==> config.mk <==
export PLATFORM = sky130hd
export DESIGN_NAME = avcc_to_annexb_converter
export DESIGN_NICKNAME = d
export VERILOG_FILES = /design/src/a2ab_pkg.sv /design/src/avcc_to_annexb_converter.sv /design/src/a2ab_obuf.sv
export SDC_FILE = /design/constraint.sdc
export NUM_CORES = 1
export LEC_CHECK = 0
export ABC_AREA = 1
export BUFFER_PORTS_ARGS = -buffer_cell sky130_fd_sc_hd__buf_2
export CORE_AREA = 2 2 239 241
export DETAILED_ROUTE_END_ITERATION = 10
export DIE_AREA = 0 0 241 243
export GPL_TIMING_DRIVEN = 0
export SYNTH_ARGS = -nofsm -noshare
export SYNTH_HDL_FRONTEND = slang
export SYNTH_HIERARCHICAL = 1
export SYNTH_SLANG_ARGS = --single-unit
==> constraint.sdc <==
create_clock -name clk -period 3.9 [get_ports clk]
set_input_delay 0.39 -clock clk [delete_from_list [all_inputs] [get_ports clk]]
set_output_delay 0.39 -clock clk [all_outputs]
set_load 0.02 [all_outputs]
==> src/a2ab_pkg.sv <==
// a2ab_pkg: shared constants and types for the avcc to annex b converter
// no dependencies; used by a2ab_obuf and avcc_to_annexb_converter
package a2ab_pkg;

	// parameter set store depth in bytes (16 to 56)
	localparam int PSET_BYTES   = 56;
	// sample nal length prefix, fixed at four bytes
	localparam int LENGTH_BYTES = 4;
	// store prefix / long start code length
	localparam int START_LONG   = 4;

	localparam int PS_IDX_W  = $clog2(PSET_BYTES);
	localparam int PS_FILL_W = $clog2(PSET_BYTES + 1);

	localparam logic [7:0] NAL_TYPE_MASK = 8'h1f;
	localparam logic [7:0] NAL_TYPE_IDR  = 8'd5;

	typedef enum logic [1:0] {
		ST_DATA       = 2'd0,
		ST_BAD_LEN    = 2'd1,
		ST_BAD_EXTRA  = 2'd2,
		ST_STORE_FULL = 2'd3
	} status_t;

	// one result word as it travels to the output register
	typedef struct packed {
		logic [7:0] data;
		status_t    status;
		logic       last;
	} result_t;

endpackage

==> src/avcc_to_annexb_converter.sv <==
// avcc_to_annexb_converter: length-prefixed h.264 to start-code stream rewriter
// depends on a2ab_pkg and a2ab_obuf
//
//   channel | handshake           | payload
//   --------+---------------------+-------------------------------
//   input   | in_valid / in_ready | mode, in_byte, in_last
//   output  | out_valid/out_ready | out_byte, status, run_last
//
// one input word is taken at a time; the next word is taken only once every
// result of the last one has been handed to the output register
// an idr first byte streams the stored parameter sets, read through a registered
// store read stage, before its start code; a sps/pps size byte that passes the
// fit check writes the four prefix bytes through the single store write port
// output stalls hold the sequencer; results leave through one output register
// reset clears all control state at once; the store needs no clearing pass
module avcc_to_annexb_converter import a2ab_pkg::*; (
	input  logic       clk,
	input  logic       arst_n,
	input  logic       in_valid,
	output logic       in_ready,
	input  logic       mode,
	input  logic [7:0] in_byte,
	input  logic       in_last,
	output logic       out_valid,
	input  logic       out_ready,
	output logic [7:0] out_byte,
	output logic [1:0] status,
	output logic       run_last
);

	// sequencer states
	typedef enum logic [2:0] {
		S_IDLE,   // waiting for an input word
		S_WPFX,   // writing the 00 00 00 01 prefix into the store
		S_PSET,   // streaming stored parameter sets out
		S_START,  // emitting a start code
		S_TAIL    // emitting the payload byte or an error word
	} state_t;

	// extradata parse phases
	typedef enum logic [2:0] {
		PH_SKIP,
		PH_LSIZE,
		PH_SCOUNT,
		PH_SIZE_HI,
		PH_SIZE_LO,
		PH_BODY,
		PH_PCOUNT,
		PH_DONE
	} phase_t;

	localparam logic [PS_FILL_W-1:0] FILL_MAX = PS_FILL_W'(PSET_BYTES);
	localparam logic [1:0] HDR_SKIP_LAST = 2'd3;  // four header bytes skipped
	localparam logic [1:0] LBI_LAST      = 2'(LENGTH_BYTES - 1);
	localparam logic [1:0] SC_ONE_IDX    = 2'(START_LONG - 1);  // 01 byte slot
	localparam logic [1:0] SC_SHORT_IDX  = 2'd1;  // short code skips one zero

	state_t               state_q;
	phase_t               phase_q;
	logic [1:0]           xidx_q;      // header skip count, or 0 sps / 1 pps
	logic [7:0]           units_q;
	logic [15:0]          ubl_q;       // unit bytes left
	logic [PS_FILL_W-1:0] fill_q;
	logic [31:0]          acc_q;       // nal length being gathered
	logic [1:0]           lbi_q;       // length byte index
	logic [31:0]          nbl_q;       // nal bytes left
	logic                 first_q;     // next start code is the long form
	logic                 drop_q;      // skip the rest of a failed packet

	// plan for the words caused by the current input
	logic                 sc_en_q;
	logic                 tail_en_q;
	logic [7:0]           tail_byte_q;
	status_t              tail_st_q;
	logic [1:0]           cnt_q;       // prefix write / start code byte counter

	// store read pipeline
	logic [PS_FILL_W-1:0] rd_idx_q;
	logic                 pv_s1;
	logic [7:0]           rd_data_s1;
	logic [7:0]           pstore [PSET_BYTES];

	// next-state values for an accepted word
	phase_t               n_phase;
	phase_t               phase_after_unit;
	logic [1:0]           n_xidx;
	logic [7:0]           n_units;
	logic [7:0]           units_dec;
	logic [15:0]          n_ubl;
	logic [15:0]          ubl_lo;
	logic [15:0]          ubl_dec;
	logic [PS_FILL_W-1:0] n_fill;
	logic [31:0]          n_acc;
	logic [31:0]          acc_sh;
	logic [1:0]           n_lbi;
	logic [31:0]          n_nbl;
	logic                 n_first;
	logic                 n_drop;
	logic [16:0]          ext_sum;
	logic                 x_err;
	logic                 s_fail;
	logic                 p_wpfx;
	logic                 p_ps;
	logic                 p_sc;
	logic                 p_tail;
	logic [7:0]           p_byte;
	status_t              p_st;
	logic                 body_we;

	logic                 accept;
	logic                 rd_en;
	logic                 mem_we;
	logic [7:0]           mem_wdata;
	logic                 push_valid;
	logic                 push_ready;
	result_t              push_word;
	result_t              out_word;

	assign in_ready = (state_q == S_IDLE);
	assign accept   = in_valid && in_ready;

	// per-word decode: parse step, packet step and the result plan
	always_comb begin
		n_phase = phase_q;
		n_xidx  = xidx_q;
		n_units = units_q;
		n_ubl   = ubl_q;
		n_fill  = fill_q;
		n_acc   = acc_q;
		n_lbi   = lbi_q;
		n_nbl   = nbl_q;
		n_first = first_q;
		n_drop  = drop_q;
		x_err   = 1'b0;
		s_fail  = 1'b0;
		p_wpfx  = 1'b0;
		p_ps    = 1'b0;
		p_sc    = 1'b0;
		p_tail  = 1'b0;
		p_byte  = in_byte;
		p_st    = ST_DATA;
		body_we = 1'b0;

		ubl_lo    = {ubl_q[15:8], in_byte};
		ubl_dec   = ubl_q - 16'd1;
		ext_sum   = 17'(fill_q) + 17'(START_LONG) + {1'b0, ubl_lo};
		units_dec = units_q - 8'd1;
		// where a finished unit leads: next unit, pps count, or done
		if (units_dec != 8'd0) begin
			phase_after_unit = PH_SIZE_HI;
		end else if (xidx_q == 2'd0) begin
			phase_after_unit = PH_PCOUNT;
		end else begin
			phase_after_unit = PH_DONE;
		end
		acc_sh = {acc_q[23:0], in_byte};

		if (!mode) begin
			unique case (phase_q)
				PH_SKIP: begin
					// first header byte of a new extradata empties the store
					if (xidx_q == 2'd0) n_fill = '0;
					if (xidx_q == HDR_SKIP_LAST) begin
						n_xidx  = 2'd0;
						n_phase = PH_LSIZE;
					end else begin
						n_xidx = xidx_q + 2'd1;
					end
				end
				PH_LSIZE: n_phase = PH_SCOUNT;
				PH_SCOUNT: begin
					n_units = in_byte & NAL_TYPE_MASK;
					n_xidx  = 2'd0;
					n_phase = ((in_byte & NAL_TYPE_MASK) != 8'd0) ? PH_SIZE_HI : PH_PCOUNT;
				end
				PH_SIZE_HI: begin
					n_ubl   = {in_byte, 8'h00};
					n_phase = PH_SIZE_LO;
				end
				PH_SIZE_LO: begin
					n_ubl = ubl_lo;
					if (ext_sum > 17'(PSET_BYTES)) begin
						// unit plus prefix would not fit
						x_err   = 1'b1;
						p_tail  = 1'b1;
						p_byte  = 8'h00;
						p_st    = ST_STORE_FULL;
						n_fill  = '0;
						n_phase = PH_DONE;
					end else begin
						p_wpfx = 1'b1;
						if (ubl_lo == 16'd0) begin
							n_units = units_dec;
							n_phase = phase_after_unit;
						end else begin
							n_phase = PH_BODY;
						end
					end
				end
				PH_BODY: begin
					if (fill_q < FILL_MAX) begin
						body_we = 1'b1;
						n_fill  = fill_q + PS_FILL_W'(1);
					end
					n_ubl = ubl_dec;
					if (ubl_dec == 16'd0) begin
						n_units = units_dec;
						n_phase = phase_after_unit;
					end
				end
				PH_PCOUNT: begin
					n_units = in_byte;
					n_xidx  = 2'd1;
					n_phase = (in_byte != 8'd0) ? PH_SIZE_HI : PH_DONE;
				end
				PH_DONE: begin
				end
			endcase
			if (in_last) begin
				// extradata cut short before the last pps unit
				if (n_phase != PH_DONE && !x_err) begin
					p_tail = 1'b1;
					p_byte = 8'h00;
					p_st   = ST_BAD_EXTRA;
					n_fill = '0;
					p_wpfx = 1'b0;
				end
				n_phase = PH_SKIP;
				n_xidx  = 2'd0;
			end
		end else begin
			if (drop_q) begin
				// rest of a failed packet: nothing out
			end else if (nbl_q == 32'd0) begin
				// gathering a big-endian length
				n_acc = acc_sh;
				if (lbi_q != LBI_LAST) begin
					n_lbi = lbi_q + 2'd1;
					if (in_last) s_fail = 1'b1;
				end else begin
					n_lbi = 2'd0;
					if (acc_sh[31]) begin
						s_fail = 1'b1;
					end else if (acc_sh == 32'd0) begin
						// zero-length nal: start code alone
						p_sc    = 1'b1;
						n_first = 1'b0;
					end else if (in_last) begin
						s_fail = 1'b1;
					end else begin
						n_nbl = acc_sh;
					end
				end
			end else begin
				if (in_last && nbl_q > 32'd1) begin
					s_fail = 1'b1;
				end else begin
					if (nbl_q == acc_q) begin
						// first byte of a nal: idr gets the parameter sets first
						if ((in_byte & NAL_TYPE_MASK) == NAL_TYPE_IDR) p_ps = 1'b1;
						p_sc    = 1'b1;
						n_first = 1'b0;
					end
					p_tail = 1'b1;
					p_byte = in_byte;
					p_st   = ST_DATA;
					n_nbl  = nbl_q - 32'd1;
				end
			end
			if (s_fail) begin
				p_tail = 1'b1;
				p_byte = 8'h00;
				p_st   = ST_BAD_LEN;
				n_lbi  = 2'd0;
				n_acc  = 32'd0;
				n_nbl  = 32'd0;
				n_drop = !in_last;
			end
			if (in_last) begin
				n_first = 1'b1;
				n_drop  = 1'b0;
				n_lbi   = 2'd0;
				n_acc   = 32'd0;
				n_nbl   = 32'd0;
			end
		end
	end

	// word handed to the output register in each emitting state
	always_comb begin
		push_valid = 1'b0;
		push_word  = '0;
		rd_en      = 1'b0;
		unique case (state_q)
			S_PSET: begin
				push_valid     = pv_s1;
				push_word.data = rd_data_s1;
				// fetch the next store byte while the slot can move on
				rd_en = (rd_idx_q != fill_q) && (!pv_s1 || push_ready);
			end
			S_START: begin
				push_valid     = 1'b1;
				push_word.data = (cnt_q == SC_ONE_IDX) ? 8'h01 : 8'h00;
				push_word.last = (cnt_q == SC_ONE_IDX) && !tail_en_q;
			end
			S_TAIL: begin
				push_valid       = 1'b1;
				push_word.data   = tail_byte_q;
				push_word.status = tail_st_q;
				push_word.last   = 1'b1;
			end
			S_IDLE, S_WPFX: begin
			end
			default: begin
			end
		endcase
	end

	// store write port: body bytes at accept, prefix bytes in their own state
	assign mem_we = (accept && !mode && body_we) ||
		(state_q == S_WPFX && fill_q < FILL_MAX);
	assign mem_wdata = (state_q == S_WPFX) ?
		((cnt_q == SC_ONE_IDX) ? 8'h01 : 8'h00) : in_byte;

	always_ff @(posedge clk) begin
		if (mem_we) begin
			pstore[fill_q[PS_IDX_W-1:0]] <= mem_wdata;
		end
		if (rd_en) begin
			rd_data_s1 <= pstore[rd_idx_q[PS_IDX_W-1:0]];
		end
	end

	// sequencer, parse state and result plan
	always_ff @(posedge clk or negedge arst_n) begin
		if (!arst_n) begin
			state_q     <= S_IDLE;
			phase_q     <= PH_SKIP;
			xidx_q      <= 2'd0;
			units_q     <= 8'd0;
			ubl_q       <= 16'd0;
			fill_q      <= '0;
			acc_q       <= 32'd0;
			lbi_q       <= 2'd0;
			nbl_q       <= 32'd0;
			first_q     <= 1'b1;
			drop_q      <= 1'b0;
			sc_en_q     <= 1'b0;
			tail_en_q   <= 1'b0;
			tail_byte_q <= 8'h00;
			tail_st_q   <= ST_DATA;
			cnt_q       <= 2'd0;
			rd_idx_q    <= '0;
			pv_s1       <= 1'b0;
		end else begin
			unique case (state_q)
				S_IDLE: begin
					if (in_valid) begin
						phase_q     <= n_phase;
						xidx_q      <= n_xidx;
						units_q     <= n_units;
						ubl_q       <= n_ubl;
						fill_q      <= n_fill;
						acc_q       <= n_acc;
						lbi_q       <= n_lbi;
						nbl_q       <= n_nbl;
						first_q     <= n_first;
						drop_q      <= n_drop;
						sc_en_q     <= p_sc;
						tail_en_q   <= p_tail;
						tail_byte_q <= p_byte;
						tail_st_q   <= p_st;
						// long start code begins at the first zero, short skips one
						cnt_q       <= (!mode || first_q) ? 2'd0 : SC_SHORT_IDX;
						rd_idx_q    <= '0;
						pv_s1       <= 1'b0;
						if (p_wpfx) begin
							state_q <= S_WPFX;
						end else if (p_ps && fill_q != '0) begin
							state_q <= S_PSET;
						end else if (p_sc) begin
							state_q <= S_START;
						end else if (p_tail) begin
							state_q <= S_TAIL;
						end
					end
				end
				S_WPFX: begin
					if (fill_q < FILL_MAX) fill_q <= fill_q + PS_FILL_W'(1);
					cnt_q <= cnt_q + 2'd1;
					if (cnt_q == SC_ONE_IDX) state_q <= S_IDLE;
				end
				S_PSET: begin
					if (rd_en) begin
						rd_idx_q <= rd_idx_q + PS_FILL_W'(1);
						pv_s1    <= 1'b1;
					end else if (push_ready) begin
						pv_s1 <= 1'b0;
					end
					// last store byte handed over: start code follows
					if (pv_s1 && push_ready && rd_idx_q == fill_q) begin
						state_q <= sc_en_q ? S_START : S_IDLE;
					end
				end
				S_START: begin
					if (push_ready) begin
						cnt_q <= cnt_q + 2'd1;
						if (cnt_q == SC_ONE_IDX) state_q <= tail_en_q ? S_TAIL : S_IDLE;
					end
				end
				S_TAIL: begin
					if (push_ready) state_q <= S_IDLE;
				end
				default: state_q <= S_IDLE;
			endcase
		end
	end

	a2ab_obuf u_obuf (
		.clk        (clk),
		.arst_n     (arst_n),
		.push_valid (push_valid),
		.push_word  (push_word),
		.push_ready (push_ready),
		.out_valid  (out_valid),
		.out_ready  (out_ready),
		.out_word   (out_word)
	);

	assign out_byte = out_word.data;
	assign status   = out_word.status;
	assign run_last = out_word.last;

`ifndef ASSERT_OFF
	// store never holds more than its depth
	a_fill_bound: assert property (@(posedge clk) disable iff (!arst_n)
		fill_q <= FILL_MAX)
		else $error("parameter store fill past depth");

	// reads and writes of the store never share a cycle
	a_rw_apart: assert property (@(posedge clk) disable iff (!arst_n)
		rd_en |-> !mem_we)
		else $error("store read and write in the same cycle");

	// pending store data only lives while streaming the store
	a_pv_scope: assert property (@(posedge clk) disable iff (!arst_n)
		pv_s1 |-> (state_q == S_PSET && rd_idx_q <= fill_q))
		else $error("store read pipeline out of step");

	// a dropped packet keeps no length or payload count
	a_drop_clean: assert property (@(posedge clk) disable iff (!arst_n)
		drop_q |-> (nbl_q == 32'd0 && lbi_q == 2'd0))
		else $error("drop state with live nal counters");
`endif

endmodule

==> src/a2ab_obuf.sv <==
// a2ab_obuf: single-entry output register for result words
// depends on a2ab_pkg (result_t)
module a2ab_obuf import a2ab_pkg::*; (
	input  logic    clk,
	input  logic    arst_n,
	input  logic    push_valid,
	input  result_t push_word,
	output logic    push_ready,
	output logic    out_valid,
	input  logic    out_ready,
	output result_t out_word
);

	logic    valid_q;
	result_t word_q;

	// slot frees up in the same cycle the downstream takes the word
	assign push_ready = !valid_q || out_ready;
	assign out_valid  = valid_q;
	assign out_word   = word_q;

	always_ff @(posedge clk or negedge arst_n) begin
		if (!arst_n) begin
			valid_q <= 1'b0;
		end else if (push_ready) begin
			valid_q <= push_valid;
		end
	end

	always_ff @(posedge clk) begin
		if (push_valid && push_ready) begin
			word_q <= push_word;
		end
	end

endmodule

# After elaboration in Yosys (flattened, before gate mapping)
# Memory sizes are Yosys's and may differ from the RTL's. A register that Yosys moved wholly into a read port is not among the register bits.
# Index checks and enable logic that the tools add are counted.
totals:
  reg_bits: 139
  ramBits: 448
  mem_count: 1
  latchBits: 0
  out_inout_bits: 13
  mem_bits_ro: 0
memory_table:
  columns: ["name", "depth", "word_bits", "rd", "rd_clocked_by_memory_dff", "write_ports", "line", "text"]
  rows:
  - ["pstore", 56, 8, 1, 1, 1, "avcc_to_annexb_converter.sv:81", "logic [7:0] pstore [PSET_BYTES];"]
op_classes:
  eq_ne: 41
  muxes: 139
  n_reduce_logical: 59
  bitwise_logic: 2
  order_cmp: 3
  shifts: 0
  add_sub_neg: 10
  n_div: 0
  n_mul: 0
ops:
  columns: ["op", "n"]
  rows:
  - ["two-way mux 32 bit", 12]
  - ["two-way mux 8 bit", 10]
  - ["logical NOT 32 bit", 2]
  - ["two-way mux 1 bit", 60]
  - ["two-way mux 3 bit", 20]
  - ["two-way mux 6 bit", 9]
  - ["case mux 16 bit (3 select lines)", 1]
  - ["== test 32 bit", 1]
  - ["greater-than comparator 32 x 1 -> 1 bit, second input constant", 1]
  - ["logical NOT 16 bit", 2]
  - ["case mux 8 bit (4 select lines)", 1]
  - ["subtractor 32 x 1 -> 32 bit, second input constant", 1]
  - ["two-way mux 2 bit", 15]
  - ["!= test 2 bit, second input constant", 13]
  - ["case mux 6 bit (2 select lines)", 2]
  - ["case mux 8 bit (3 select lines)", 1]
  - ["nonzero test 8 bit", 3]
  - ["case mux 3 bit (7 select lines)", 1]
  - ["case mux 6 bit (3 select lines)", 1]
  - ["adder 7 x 16 -> 17 bit", 1]
  - ["greater-than comparator 17 x 6 -> 1 bit, second input constant", 1]
  - ["!= test 4 x 3 -> 1 bit, second input constant", 4]
  - ["subtractor 16 x 1 -> 16 bit, second input constant", 1]
  - ["!= test 3 bit, second input constant", 5]
  - ["35 further kinds", 86]

# Longest topological paths before layout
depth:
  word_depth: 18
  ltp_mapped: 27
  depth_no_buf: 26

# Hierarchy
# The synthesis kept the hierarchy.
by_module_without_submodules:
  columns: ["mod", "cells_per_inst", "n_inst", "area_each_um2"]
  rows:
  - ["avcc_to_annexb_converter", 2695, 1, 27248.6]
  - ["a2ab_obuf", 17, 1, 375.4]

# Worst setup path after synthesis
# Ideal clock, no wire load.
synth_timing:
  path_kind: "register to register"
  from: "register state_q[0]"
  to: "memory pstore[0][0], data pin"
  arrival_ns: 2.947
  synth_period_minus_slack_ns: 3.586
  path_stages_with_launch: 6
  setup_slack_ns: 0.314
  path_buffers: 0
  path_cell_list: "dfrtp_1 > inv_1 > nor2_1 > inv_1 > nor2_1 > o21ai_0"
synth_via:
  elab_chain_cells: 2
synth_rtl:
  columns: ["item", "line", "text"]
  rows:
  - ["from (decl)", "avcc_to_annexb_converter.sv:58", "state_t state_q;"]
  - ["from (signal assigned)", "avcc_to_annexb_converter.sv:402", "state_q <= sc_en_q ? S_START : S_IDLE;"]
  - ["from (signal assigned)", "avcc_to_annexb_converter.sv:408", "if (cnt_q == SC_ONE_IDX) state_q <= tail_en_q ? S_TAIL : S_IDLE;"]
  - ["== test 3 x 1 -> 1 bit", "avcc_to_annexb_converter.sv:322", "assign mem_wdata = (state_q == S_WPFX) ?"]
  - ["two-way mux 8 bit", "avcc_to_annexb_converter.sv:322", null]
  - ["via mem_wdata[0]", "avcc_to_annexb_converter.sv:113", "logic [7:0] mem_wdata;"]
  - ["to (decl)", "avcc_to_annexb_converter.sv:81", null]
# The timed path passes the listed nets, and every way through them passes these cells.

# Final worst setup path
layout_timing:
  from: "register phase_q[2]"
  to: "memory pstore[43][3], enable pin"
layout_via:
  elab_chain_cells: 7
layout_rtl:
  columns: ["item", "line", "text"]
  rows:
  - ["from (decl)", "avcc_to_annexb_converter.sv:59", "phase_t phase_q;"]
  - ["from (signal assigned)", "avcc_to_annexb_converter.sv:359", "phase_q <= n_phase;"]
  - ["== test 3 bit", "avcc_to_annexb_converter.sv:159", "unique case (phase_q)"]
  - ["two-way mux 1 bit", "avcc_to_annexb_converter.sv:159", null]
  - ["two-way mux 1 bit", "avcc_to_annexb_converter.sv:158", "if (!mode) begin"]
  - ["logical AND 1 bit", "avcc_to_annexb_converter.sv:320", "assign mem_we = (accept && !mode && body_we) ||"]
  - ["logical OR 1 bit", "avcc_to_annexb_converter.sv:320", null]
  - ["two-way mux 1 bit", "avcc_to_annexb_converter.sv:326", "if (mem_we) begin"]
  - ["two-way mux 1 bit (implied by the code)", "avcc_to_annexb_converter.sv:327", "pstore[fill_q[PS_IDX_W-1:0]] <= mem_wdata;"]
# No other way between the ends.

==> out/metrics.csv <==
metric,value,unit
largest area contributor in the netlist,edfxtp_1,
Worst Path Max Fanout,10,
clk_lat worst skew,0.66,ns
remaining global-route overflow,0,
predominant post-synthesis flop cell,edfxtp_1,
vias post-DR,21600,
top-count cell post-synth,edfxtp_1,
buffers and inverters on the worst path,3,
CTS max path bufs,3,
Post-Syn Area,0.0276,mm^2
initial antenna violation count,3,
failing checks,setup timing,
first drt pass iteration count,8,
Area Overhead vs Synth,12.9,%
Worst setup SP type,flip-flop,
Worst path slowest cell,nor2_1,
worst path cell trace,inv_2 -> nor2_2 -> inv_1 -> nor2_2 -> buf_2 -> a21oi_1 -> nor2_2 -> nand4_1 -> nor2_1,
Max-cap violations,0,
Placer Congestion,0.968,
RSZ-0062 raised after global routing,yes,
Final nets,2856,
critical path class,flip-flop to flip-flop,
Post-synth EDFFs,467,
Most Frequent Cell on Critical Path,nor2_2,
Final Hold Vio Count,0,
Mapped Cells,2712,
final WL,86.9,mm
CTS tree,yes,
die height,243,um
# clock sinks,595,
count of state elements after synthesis,595,
"Req. time, crit path",4.16,ns
post-route minimum period,4.09,ns
DRC,0,
Final period util,105,%
Final setup viols,87,
total power per unit cell area,624,mW/mm^2
FP Rows,87,
Antenna diodes,0,
Clock Skews,0.0294,ns
first-pass GRT wire length,130,mm
Critical Path Sink Type,flip-flop,
CTS Buf Count,61,
pin count of the biggest net entering global routing,82,
antenna-violating nets left,0,
share of cells above drive strength 1,9.94,%
Synth cell types,58,
die width,241,um
H-tree depth,2,
hold path depth,4,
Post-synth ARST share,21.5,%
total core area,0.0560,mm^2
synth top area cells,"edfxtp_1, dfrtp_1, o21ai_0",
kind of cell adding the most delay to the critical path,simple AND/OR/NAND/NOR gates,
Slew Limit Fails,0,
Avg WL per Cell,24.0,um
"Core Util, Final",55.8,%
CP Data Arrival Time,4.35,ns
Final WS setup,-0.189,ns
Commonest cells post-synth,"edfxtp_1, nand2_1, nor2_1",
Final HPWL DP,61.4,mm
worst vdd ir,0.000451,V
static leakage,11.5,nW
"Reg clk slew, reported paths",0.06,ns
share of Yosys cell area claimed by the top area cell type,50.8,%
status,"finished, violations left",
Crit path largest cell delay,1.00,ns
CP Depth,9,
Least-Margin Pin Slew,1.40,ns
vias per std cell,5.98,
initial drt markers,2457,
PortBufs,25,
total track usage,29.9,%
Mean Syn Cell Area,10.2,um^2
CTS Root Cell,clkbuf_16,
R2R cell count,9,
Synth Net Count,2752,
vias in the first global route,20500,
Worst slew margin,6.11,%
starting density of the core,49.4,%
sequential share of the synthesized area,62.4,%
Synth Warn #,6,
worst min-delay path class,primary input to flip-flop,
Boundary Pins,27,
TNS Setup,-8.11,ns
Max Freq,0.245,GHz
die area,0.0586,mm^2
state kept, by name (all words and copies together), names as in the netlist:
signal            count
pv_s1                 1
lbi_q                 2
tail_en_q             1
pstore              448
acc_q                32
rd_data_s1            8
units_q               8
phase_q               3
state_q               3
sc_en_q               1
fill_q                6
ubl_q                16
cnt_q                 2
tail_st_q             2
u_obuf/out_word      11
first_q               1
rd_idx_q              6
xidx_q                2
u_obuf/out_valid      1
nbl_q                32
tail_byte_q           8
drop_q                1
placed cells by master, fill, tap and decap left out, types with 17 or more instances in the layout:
cell type	count
edfxtp_1	467
nand2_1	407
nor2_1	379
o21ai_0	336
inv_1	183
nand3_1	140
dfrtp_1	126
clkbuf_1	111
o22ai_1	89
clkbuf_16	62
nand4_1	53
o221ai_1	41
nor2_2	41
buf_2	35
a21oi_1	34
xor2_1	29
o21ai_1	25
ha_1	25
o211ai_1	23
inv_2	21
clkinv_1	19
nor2_4	17
nor3_1	17
routing by layer:
layer	routed length [um]	track usage [%]	share of wire (%)
met1	38800	46.2	45
met5	13	0	0.015
met2	37000	43.0	43
met3	8890	5.57	10
met4	2220	8.51	2.5
cell type report:
type | instances | area, um^2
Tap cell | 756 | 946
Buffer | 127 | 526
Inverter | 213 | 811
Timing Repair Buffer | 43 | 352
Sequential cell | 595 | 17200
Clock buffer | 70 | 1580
Multi-Input combinational cell | 1775 | 9170
Fill cell | 4947 | 24800
Clock inverter | 44 | 586
worst min-delay path: cells and delay by family:
| kind | cells | cell delay [ns] |
|---|---|---|
| buffers and inverters | 2 | 0.12 |
| and+or+nand+nor | 2 | 0.20 |
worst paths after layout:
kind,from,end,slack [ns]
hold reg to reg,tail_byte_q[4],tail_byte_q[4],0.49
max in group asynchronous,arst_n,fill_q[2],2.83
min in group asynchronous,arst_n,acc_q[24],0.27
setup / recovery,phase_q[2],pstore[43][3],-0.19
hold / removal,out_ready,u_obuf/out_valid,0.11
setup reg to reg,phase_q[2],pstore[43][3],-0.19
cell families (layout without fill, tap and decap cells):
kind of cell / after synthesis / count (layout) / share of synthesized area (%)
AOI/OAI and AO/OA: 609 / 609 / 13.0
DFF: 595 / 595 / 62.4
adders and majority gates: 26 / 26 / 1.20
and+or+nand+nor: 1107 / 1107 / 17.6
xor gates and xnor gates: 33 / 33 / 1.05
buffers and inverters: 342 / 497 / 4.86
timing repair:
item	4_1_cts	5_1_grt
buffers inserted	0	11
gates resized for setup	9	28
endpoints found under the hold margin	46	0
setup endpoints to repair	146	421
hold buffers	1	0
pin swaps	0	3
power breakdown:
| part | internal [mW] | switching (mW) | total [mW] |
|---|---|---|---|
| Sequential | 7.54 | 0.549 | 8.09 |
| Clock | 3.77 | 2.54 | 6.31 |
| Combinational | 1.51 | 3.58 | 5.09 |
stage by stage:
| stage | setup slack [ns] | instances | hold WS (ns) | cell area, um^2 | power [mW] |
|---|---|---|---|---|---|
| after CTS | -0.0671 | 3614 | 0.0820 | 31000 | 19.4 |
| after detailed placement | -0.111 | 3499 | 0.367 | 28800 | 13.2 |
| final | -0.189 | 3623 | 0.111 | 31200 | 19.5 |
| after floorplan | 0.314 | 2712 | 0.0944 | 27600 | 11.6 |
| after global placement | -4.00 | 3493 | 0.470 | 28700 | 13.1 |
| after global routing | -0.356 | 3623 | 0.0940 | 31200 | 20.4 |
Note: power is estimated with default switching activity, not from simulation.
